File: config.mk
export PLATFORM = sky130hd
export DESIGN_NAME = binomial_coefficient_core
export DESIGN_NICKNAME = d
export VERILOG_FILES = /design/src/rtl/bc_pkg.sv /design/src/rtl/bc_muldiv.sv /design/src/rtl/binomial_coefficient_core.sv
export SDC_FILE = /design/constraint.sdc
export NUM_CORES = 1
export LEC_CHECK = 0
export ABC_AREA = 0
export BUFFER_PORTS_ARGS = -buffer_cell sky130_fd_sc_hd__buf_2
export CORE_UTILIZATION = 52
export CTS_CLUSTER_SIZE = 16
export DETAILED_ROUTE_END_ITERATION = 12
export MAX_ROUTING_LAYER = met4
export PLACE_DENSITY = 0.66
export SLEW_MARGIN = 10
export SYNTH_ARGS = -nofsm -noshare
export SYNTH_HDL_FRONTEND = slang
export SYNTH_HIERARCHICAL = 1
export SYNTH_SLANG_ARGS = --single-unit
export TNS_END_PERCENT = 10
File: constraint.sdc
create_clock -name clk_i -period 19.96 [get_ports clk_i]
set_clock_uncertainty 0.05 [all_clocks]
set_input_delay 2.994 -clock clk_i [delete_from_list [all_inputs] [get_ports clk_i]]
set_output_delay 2.994 -clock clk_i [all_outputs]
set_load 0.01 [all_outputs]
File: src/rtl/bc_pkg.sv
`timescale 1ns / 1ps

package bc_pkg;

  localparam int TOTAL_W      = 6;
  localparam int VALUE_W      = 57;
  // product of the running value and a 6-bit factor
  localparam int PROD_W       = VALUE_W + TOTAL_W;
  // quotient bits retired per divide cycle
  localparam int DIG_W        = 9;
  localparam int DIV_STEPS    = PROD_W / DIG_W;
  localparam int CNT_W        = $clog2(DIV_STEPS);
  localparam int BC_MAX_TOTAL = 60;

  typedef enum logic [1:0] {
    ST_IDLE,
    ST_STEP,
    ST_WAIT,
    ST_DONE
  } bc_state_e;

  typedef enum logic {
    U_IDLE,
    U_DIV
  } bc_unit_state_e;

  typedef struct packed {
    logic               start;
    logic [VALUE_W-1:0] acc;
    logic [TOTAL_W-1:0] mul;
    logic [TOTAL_W-1:0] div;
  } bc_req_t;

  typedef struct packed {
    logic               busy;
    logic               done;
    logic [VALUE_W-1:0] quo;
  } bc_rsp_t;

endpackage

File: src/rtl/bc_muldiv.sv
`timescale 1ns / 1ps

// acc * mul / div, divide exact; the multiply is combinational and loaded on start,
// then DIV_STEPS divide steps of DIG_W restoring quotient bits each.
module bc_muldiv (
  input  logic             clk_i,
  input  logic             rst_ni,
  input  bc_pkg::bc_req_t  req_i,
  output bc_pkg::bc_rsp_t  rsp_o
);
  import bc_pkg::*;

  localparam logic [CNT_W-1:0] LastCnt = CNT_W'(DIV_STEPS - 1);

  bc_unit_state_e     ust_q, ust_d;
  logic [PROD_W-1:0]  dvd_q, dvd_d, dvd_nx;
  logic [TOTAL_W-1:0] rem_q, rem_d, rem_nx;
  logic [TOTAL_W-1:0] div_q, div_d;
  logic [CNT_W-1:0]   cnt_q, cnt_d;
  logic [PROD_W-1:0]  prod;

  assign prod = PROD_W'(req_i.acc) * PROD_W'(req_i.mul);

  // DIG_W restoring steps; quotient bits shift in at the bottom
  always_comb begin
    logic [TOTAL_W:0]   t;
    logic [TOTAL_W-1:0] r;
    logic [PROD_W-1:0]  d;
    r = rem_q;
    d = dvd_q;
    for (int b = 0; b < DIG_W; b++) begin
      t = {r, d[PROD_W-1]};
      d = {d[PROD_W-2:0], 1'b0};
      if (t >= {1'b0, div_q}) begin
        d[0] = 1'b1;
        r    = TOTAL_W'(t - {1'b0, div_q});
      end else begin
        r    = t[TOTAL_W-1:0];
      end
    end
    dvd_nx = d;
    rem_nx = r;
  end

  always_comb begin
    ust_d = ust_q;
    case (ust_q)
      U_IDLE: if (req_i.start) ust_d = U_DIV;
      U_DIV:  if (cnt_q == LastCnt) ust_d = U_IDLE;
      default: ust_d = U_IDLE;
    endcase
  end

  always_comb begin
    dvd_d = dvd_q;
    rem_d = rem_q;
    div_d = div_q;
    cnt_d = cnt_q;
    case (ust_q)
      U_IDLE: begin
        if (req_i.start) begin
          dvd_d = prod;
          rem_d = '0;
          div_d = req_i.div;
          cnt_d = '0;
        end
      end
      U_DIV: begin
        dvd_d = dvd_nx;
        rem_d = rem_nx;
        cnt_d = cnt_q + CNT_W'(1);
      end
      default: ;
    endcase
  end

  always_ff @(posedge clk_i or negedge rst_ni) begin
    if (!rst_ni) begin
      ust_q <= U_IDLE;
      cnt_q <= '0;
    end else begin
      ust_q <= ust_d;
      cnt_q <= cnt_d;
    end
  end

  always_ff @(posedge clk_i) begin
    dvd_q <= dvd_d;
    rem_q <= rem_d;
    div_q <= div_d;
  end

  assign rsp_o.busy = (ust_q == U_DIV);
  assign rsp_o.done = (ust_q == U_DIV) && (cnt_q == LastCnt);
  assign rsp_o.quo  = dvd_nx[VALUE_W-1:0];

endmodule

File: src/rtl/binomial_coefficient_core.sv
`timescale 1ns / 1ps
// Binomial coefficient C(total, choose), one item at a time.
// Each item takes min(choose, total - choose) factor steps on the shared
// multiply/divide unit; the trivial cases (range error, choose above total,
// result one) go straight to done. A new item is taken only once the last
// has moved into the output register. Async active-low reset clears control.
module binomial_coefficient_core #(
  parameter int MAX_TOTAL = bc_pkg::BC_MAX_TOTAL
) (
  input  logic                        clk_i,
  input  logic                        rst_ni,
  input  logic                        in_valid_i,
  output logic                        in_stall_o,
  input  logic [bc_pkg::TOTAL_W-1:0]  total_i,
  input  logic [bc_pkg::TOTAL_W-1:0]  choose_i,
  output logic                        out_valid_o,
  input  logic                        out_stall_i,
  output logic [bc_pkg::VALUE_W-1:0]  value_o,
  output logic                        range_error_o
);
  import bc_pkg::*;

  localparam logic [TOTAL_W-1:0] MaxTotal = TOTAL_W'(MAX_TOTAL);

  bc_state_e          state_q, state_d;
  logic [VALUE_W-1:0] acc_q, acc_d;     // running value, C(total, j-1)
  logic               err_q, err_d;
  logic [TOTAL_W-1:0] i_q, i_d;         // falling factor
  logic [TOTAL_W-1:0] j_q, j_d;         // rising divisor
  logic [TOTAL_W-1:0] kk_q, kk_d;       // reduced choose
  logic               out_valid_q, out_valid_d;
  logic [VALUE_W-1:0] out_value_q, out_value_d;
  logic               out_err_q, out_err_d;

  logic               in_acc;
  logic               out_load;
  logic [TOTAL_W-1:0] diff;
  logic [TOTAL_W-1:0] kmin;
  bc_req_t            req;
  bc_rsp_t            rsp;

  bc_muldiv u_muldiv (
    .clk_i  (clk_i),
    .rst_ni (rst_ni),
    .req_i  (req),
    .rsp_o  (rsp)
  );

  assign in_acc   = in_valid_i && !in_stall_o;
  // output register frees up when empty or being taken this cycle
  assign out_load = (state_q == ST_DONE) && (!out_valid_q || !out_stall_i);
  assign diff     = total_i - choose_i;
  assign kmin     = (diff < choose_i) ? diff : choose_i;

  // next state
  always_comb begin
    state_d = state_q;
    case (state_q)
      ST_IDLE: begin
        if (in_valid_i) begin
          if (total_i > MaxTotal || choose_i > total_i || kmin == '0) begin
            state_d = ST_DONE;
          end else begin
            state_d = ST_STEP;
          end
        end
      end
      ST_STEP: state_d = ST_WAIT;
      ST_WAIT: begin
        if (rsp.done) state_d = (j_q == kk_q) ? ST_DONE : ST_STEP;
      end
      ST_DONE: if (out_load) state_d = ST_IDLE;
      default: state_d = ST_IDLE;
    endcase
  end

  // handshake and unit request
  always_comb begin
    in_stall_o = (state_q != ST_IDLE);
    req.start  = (state_q == ST_STEP);
    req.acc    = acc_q;
    req.mul    = i_q;
    req.div    = j_q;
  end

  // datapath
  always_comb begin
    acc_d       = acc_q;
    err_d       = err_q;
    i_d         = i_q;
    j_d         = j_q;
    kk_d        = kk_q;
    out_valid_d = out_valid_q && out_stall_i;
    out_value_d = out_value_q;
    out_err_d   = out_err_q;
    if (in_acc) begin
      i_d  = total_i;
      j_d  = TOTAL_W'(1);
      kk_d = kmin;
      if (total_i > MaxTotal) begin
        acc_d = '0;
        err_d = 1'b1;
      end else if (choose_i > total_i) begin
        acc_d = '0;
        err_d = 1'b0;
      end else begin
        acc_d = VALUE_W'(1);
        err_d = 1'b0;
      end
    end
    if (state_q == ST_WAIT && rsp.done) begin
      acc_d = rsp.quo;
      i_d   = i_q - TOTAL_W'(1);
      j_d   = j_q + TOTAL_W'(1);
    end
    if (out_load) begin
      out_valid_d = 1'b1;
      out_value_d = acc_q;
      out_err_d   = err_q;
    end
  end

  always_ff @(posedge clk_i or negedge rst_ni) begin
    if (!rst_ni) begin
      state_q     <= ST_IDLE;
      out_valid_q <= 1'b0;
    end else begin
      state_q     <= state_d;
      out_valid_q <= out_valid_d;
    end
  end

  always_ff @(posedge clk_i) begin
    acc_q       <= acc_d;
    err_q       <= err_d;
    i_q         <= i_d;
    j_q         <= j_d;
    kk_q        <= kk_d;
    out_value_q <= out_value_d;
    out_err_q   <= out_err_d;
  end

  assign out_valid_o   = out_valid_q;
  assign value_o       = out_value_q;
  assign range_error_o = out_err_q;

  // range error always comes with a zero value
  a_err_zero: assert property (@(posedge clk_i) disable iff (!rst_ni)
    (out_valid_o && range_error_o) |-> (value_o == '0))
    else $error("range error item with non-zero value");

  // unit is never restarted mid-division
  a_no_restart: assert property (@(posedge clk_i) disable iff (!rst_ni)
    req.start |-> !rsp.busy)
    else $error("divide unit started while busy");

  // a finished division is only seen while the sequencer waits for it
  a_done_wait: assert property (@(posedge clk_i) disable iff (!rst_ni)
    rsp.done |-> (state_q == ST_WAIT))
    else $error("divide result outside wait state");

  // divisor never passes the reduced choose
  a_j_bound: assert property (@(posedge clk_i) disable iff (!rst_ni)
    (state_q == ST_STEP) |-> (j_q <= kk_q && j_q != '0))
    else $error("divisor out of range");

endmodule

==> qor.yml, run 1 <==
antenna_found_initial: 0
hpwlAfterDp_um: 41900
grtUsageTotal: 0.275
clkLatencyLatePin_ps: 570
crit_buf_inv: 8
drt_iter0_markers: 1274
maxCapViolations: 0
overflow: 0
final-max-slew-violation-count: 0
cp.depth: 89
min_period_ps: 18860
nFillCells: 3611
coreArea_um2: 41200
min_period_over_period: 0.945
required_ps: 20210
io_buffers: 75
cts_made_buffers: 27
htreeDepth: 1
hp-class: "flip-flop to flip-flop"
die_width_um: 207
worst-path-max-fanout: 14
layout_commonest_cell: "nand2_1"
wire_per_inst_um: 19.6
tightest_slew_ps: 1050
clkTransAtPathRegs_ps: 70
arrival_ps: 19110
max_stage_delay_ps: 430
placementRows: 74
crit_type: "flip-flop to flip-flop"
relSlewSlack: 0.300
syn-num-nets: 2682
reg2reg_depth: 89
cp-start-kind: "flip-flop"
synth_area_um2: 21900
crit_family: "compound AO/OA/AOI/OAI gates"
viasPerCell: 5.73
hold_violations: 0
place_inst: 2813
clk_path_buf_depth: 3
die_h_um: 207
synthToLayoutAreaGrowth_pct: 8.07
antenna_left: 0
cts_sinks: 216
remaining_drc_errors: 0
whs_ps: 369
place.gp.congestion: 0.939
drt-pass1-iter-count: 5
finalSetupViolCount: 0
grt_pass1_wl_um: 90700
preCtsSetupSlack_ps: 486
cts_tree: "done"
critPathSlowestCell: "a211o_2"
seq_area_um2: 6450
diodes: 0
hold_path_depth: 0
avgSynthCellArea_um2: 9.54
grt_max_degree: 70
fin_cells: 2867
wl_um: 56100
dieArea_um2: 42900
clockRootBuffer: "clkbuf_16"
initial_core_util: 0.531
syn_inst: 2294
first_global_vias: 16600
ys_warn_count: 6
cp-end-kind: "flip-flop"
most-common-layout-cells: "456 x nand2_1, 302 x inv_1, 231 x fa_1"
utilization: 0.574
ioPinCount: 76
postLayoutSetupSlackWorst_ps: 1100
vias: 16400
drive_above_1_share: 0.0942
finalNetCount: 2702
multiInputGateArea_um2: 13800
fmax_mhz: 53.0
status: "completed"
==> cell type report <==
| cell class | count | share of cell area |
|---|---|---|
| clock inverters | 21 | 0.0138 |
| well taps | 532 | 0.0281 |
| repair buffers | 107 | 0.0260 |
| flip-flops and latches | 216 | 0.273 |
| clock buffers | 29 | 0.0289 |
| multi-input cells | 1655 | 0.582 |
| inverters | 307 | 0.0487 |
==> metrics by stage <==
step	TNS [ps]	area (µm²)
3_3_place_gp	0	22500
6_report	0	23700
5_1_grt	-43.2	23700
2_1_floorplan	0	21900
4_1_cts	0	23500
3_5_place_dp	0	22500
==> flip-flops by register name, indices dropped and copies added (netlist names), 2 cells and up <==
name            count
acc_q              57
i_q                 6
j_q                 6
kk_q                6
state_q             2
u_muldiv/cnt_q      3
u_muldiv/div_q      6
u_muldiv/dvd_q     63
u_muldiv/rem_q      6
value_o            57
==> worst paths after layout <==
check / endpoint / slack [ps] / start
max in group asynchronous: u_muldiv/ust_q / 17440 / rst_ni
worst min-delay path: range_error_o / 370 / err_q
worst max-delay path: acc_q[0] / 1100 / u_muldiv/rem_q[3]
worst max register to register: acc_q[0] / 1100 / u_muldiv/rem_q[3]
min in group asynchronous: u_muldiv/ust_q / 2230 / rst_ni
worst min register to register: range_error_o / 370 / err_q
==> repair_timing <==
item,in CTS,in global routing
endpoints found under the setup margin,0,8
gates resized for setup,0,23
hold buffers,0,0
setup buffers,0,4
endpoints found under the hold margin,0,0
==> per-layer routing <==
metal	global-route usage	up-vias	part of all wire
met5	-	-	0
met4	0.0633	0	0.023
met3	0.0365	70	0.062
met2	0.434	566	0.47
met1	0.379	8167	0.45
li1	-	7623	-
Power of run 1 is left out: the tool's default activity adds up to more than one toggle a clock period on the data nets, which glitch-free logic cannot reach.
==> inputs of run 2 (changes only) <==
PLACE_DENSITY = 0.69   (was 0.66)
==> qor.yml, run 2 (synthesis gave the netlist of run 1 again) <==
min_period_over_period: 0.939
relSlewSlack: 0.280
die_width_um: 207
regMostFlops: "u_muldiv/dvd_q"
hp-class: "flip-flop to flip-flop"
cts_hold_buf: 0
min_period_ps: 18740
first_global_vias: 16900
placementRows: 74
antenna_found_initial: 0
whs_ps: 375
status: "completed"
clkTransAtPathRegs_ps: 60
drt-pass1-iter-count: 5
coreArea_um2: 41200
tightest_slew_ps: 1080
preCtsSetupSlack_ps: 342
hold_violations: 0
io_buffers: 75
antenna_left: 0
maxCapViolations: 0
dieArea_um2: 42900
clockRootBuffer: "clkbuf_16"
crit_type: "flip-flop to flip-flop"
cp-end-kind: "flip-flop"
wire_per_inst_um: 19.4
overflow: 0
diodes: 0
cp-start-kind: "flip-flop"
initial_core_util: 0.531
grtUsageTotal: 0.273
wl_um: 55500
max_stage_delay_ps: 420
drt_iter0_markers: 1370
required_ps: 20190
place.gp.congestion: 0.960
critPathSlowestCell: "a211o_2"
cts_sinks: 216
synthToLayoutAreaGrowth_pct: 7.48
fmax_mhz: 53.4
cts_tree: "done"
vias: 16500
layout_commonest_cell: "nand2_1"
hpwlAfterDp_um: 41600
postLayoutSetupSlackWorst_ps: 1220
worst-path-max-fanout: 15
htreeDepth: 1
final-max-slew-violation-count: 0
remaining_drc_errors: 0
drive_above_1_share: 0.0895
most-common-layout-cells: "456 x nand2_1, 302 x inv_1, 231 x fa_1"
grt_max_degree: 122
crit_buf_inv: 8
die_h_um: 207
largest_reg_flops: 63
grt_pass1_wl_um: 90500
viasPerCell: 5.75
clk_path_buf_depth: 3
crit_family: "compound AO/OA/AOI/OAI gates"
clkLatencyLatePin_ps: 560
finalNetCount: 2702
ioPinCount: 76
finalSetupViolCount: 0
cts_made_buffers: 27
arrival_ps: 18970
-- run 2: cell types whose count changed in the layout (fill, tap and decap cells not counted), sizes merged --
| cell | delta |
|---|---|
| clkinvlp | -3 |
| bufinv | -4 |
| clkinv | +4 |
| clkbuf | +3 |
-- run 2: path summary, 6_finish.rpt --
kind                                   start              to  slack [ps]  depth (start not counted)
hold / removal                         err_q   range_error_o         370                          0
min in group asynchronous             rst_ni  u_muldiv/ust_q        2220                          1
setup / recovery           u_muldiv/rem_q[1]        acc_q[0]        1220                         89
setup reg to reg           u_muldiv/rem_q[1]        acc_q[0]        1220                         89
hold reg to reg                        err_q   range_error_o         370                          0
max in group asynchronous             rst_ni  u_muldiv/ust_q       17460                          1
-- run 2: worst register-to-register path: cells and delay by family, from the launching register on --
kind / cells / cell delay [ps]
AOI/OAI and AO/OA: 52 / 10800
adders and majority gates: 9 / 2760
and+or+nand+nor: 18 / 2740
buffers and inverters: 8 / 1020
muxes: 2 / 710
DFF: 1 / 410
-- run 2: per-layer routing --
| layer | wire [µm] | global-route usage | up-vias | part of all wire |
|---|---|---|---|---|
| met3 | 3130 | 0.0288 | 83 | 0.056 |
| li1 | - | - | 7631 | - |
| met5 | 0 | - | - | 0 |
| met4 | 1280 | 0.0661 | 0 | 0.023 |
| met1 | 25000 | 0.373 | 8230 | 0.45 |
| met2 | 26100 | 0.440 | 549 | 0.47 |
-- run 2: what timing repair did --
| item | in CTS | in global routing |
|---|---|---|
| setup buffers | 0 | 2 |
| hold endpoints to repair | 0 | 0 |
| gates resized for setup | 0 | 22 |
| endpoints found under the setup margin | 0 | 8 |
-- run 2: final cells by class --
class	count	area [µm²]
clock buffer	32	694
clock inverter	18	195
fill	3600	17700
inverter	307	1150
multi-input combinational	1655	13700
sequential	216	6450
tap	532	666
timing repair buffer	107	616
-- run 2: stage by stage --
stage          TNS, ps  instances  area, µm²  utilization
3_5_place_dp         0       2815      22500        0.547
4_1_cts              0       2865      23400        0.569
3_3_place_gp         0       2815      22500        0.547
5_1_grt          -83.6       2867      23500        0.571
6_report             0       2867      23500        0.571
2_1_floorplan        0       2294      21900            -
Power of run 2 is left out for the same reason.
==> inputs of run 3 (changes only) <==
CTS_BUF_LIST = sky130_fd_sc_hd__clkbuf_2   (was not set)
CTS_CLUSTER_DIAMETER = 80   (was not set)
==> qor.yml, run 3 (synthesis gave the netlist of run 1 again) <==
status: "completed"
most-common-layout-cells: "456 x nand2_1, 302 x inv_1, 231 x fa_1"
cp_common_cell: "a21o_1"
clkLatencyLatePin_ps: 950
ioPinCount: 76
hpwlAfterDp_um: 41600
clockRootBuffer: "clkbuf_2"
io_buffers: 75
cts_made_buffers: 21
layout_commonest_cell: "nand2_1"
viasPerCell: 5.77
cp-end-kind: "flip-flop"
finalNetCount: 2696
required_ps: 20610
drive_above_1_share: 0.0871
synthToLayoutAreaGrowth_pct: 4.80
drt_iter0_markers: 1276
hold_violations: 0
maxCapViolations: 0
cts_tree: "done"
critPathSlowestCell: "edfxtp_1"
grt_max_degree: 122
wl_um: 55300
fmax_mhz: 53.0
clkTransAtPathRegs_ps: 260
drt-pass1-iter-count: 6
placementRows: 74
die_width_um: 207
tightest_slew_ps: 1090
min_period_over_period: 0.945
htreeDepth: 1
worst-path-max-fanout: 15
dieArea_um2: 42900
utilization: 0.557
antenna_found_initial: 2
relSlewSlack: 0.272
wire_per_inst_um: 19.4
overflow: 0
largest_reg_flops: 63
grt_pass1_wl_um: 90200
arrival_ps: 19520
initial_core_util: 0.531
cts_sinks: 216
remaining_drc_errors: 0
clk_path_buf_depth: 3
hp-class: "flip-flop to flip-flop"
vias: 16500
min_period_ps: 18870
die_h_um: 207
max_stage_delay_ps: 430
cp-start-kind: "flip-flop"
first_global_vias: 16800
regMostFlops: "u_muldiv/dvd_q"
place.gp.congestion: 0.960
finalSetupViolCount: 0
antenna_left: 0
final-max-slew-violation-count: 0
grtUsageTotal: 0.272
coreArea_um2: 41200
crit_type: "flip-flop to flip-flop"
==> run 3: per-stage QoR <==
step	worst slack [ps]	instance area (µm²)	std cells	TNS, ps	hold WS [ps]
finish	1090	22900	2852	0	417
global route	-28.8	22900	2852	-99.6	440
CTS	264	22800	2848	0	424
detailed placement	342	22500	2815	0	367
global placement	1130	22500	2815	0	368
floorplan	1810	21900	2294	0	350
==> run 3: metal layers <==
metal	up-vias	routed length, µm	global-route usage
met2	542	26100	0.437
met5	-	0	-
li1	7602	-	-
met4	0	1210	0.0692
met3	77	3070	0.0273
met1	8235	25000	0.371
==> run 3: cell type report <==
cell class | count | area [µm²]
fillers | 3665 | 18300
multi-input cells | 1655 | 13700
flip-flops and latches | 216 | 6450
inverters | 307 | 1150
well taps | 532 | 666
repair buffers | 107 | 616
clock inverters | 12 | 194
clock buffers | 21 | 105
diodes | 2 | 5.00
==> run 3: worst max-delay path, delay by kind of cell, from the launching register on <==
family          cells  cell delay, ps
flops               1             430
buf+inv             7             930
fa+ha+maj           9            2730
simple gates       19            2840
mux                 3            1040
compound gates     51           10590
==> run 3: final timing paths <==
check / from / to / slack (ps) / cells after the start
max in group asynchronous: rst_ni / u_muldiv/ust_q / 17920 / 1
worst max register to register: u_muldiv/div_q[0] / acc_q[0] / 1090 / 89
worst min register to register: err_q / range_error_o / 420 / 0
worst max-delay path: u_muldiv/div_q[0] / acc_q[0] / 1090 / 89
worst min-delay path: err_q / range_error_o / 420 / 0
min in group asynchronous: rst_ni / out_valid_o / 1770 / 1
==> run 3: repair_timing <==
item                                    4_1_cts  5_1_grt
hold buffers                                  0        0
buffers inserted                              0        2
endpoints found under the setup margin        0        8
hold endpoints to repair                      0        0
resized for setup                             0       22
Power of run 3 is left out for the same reason.
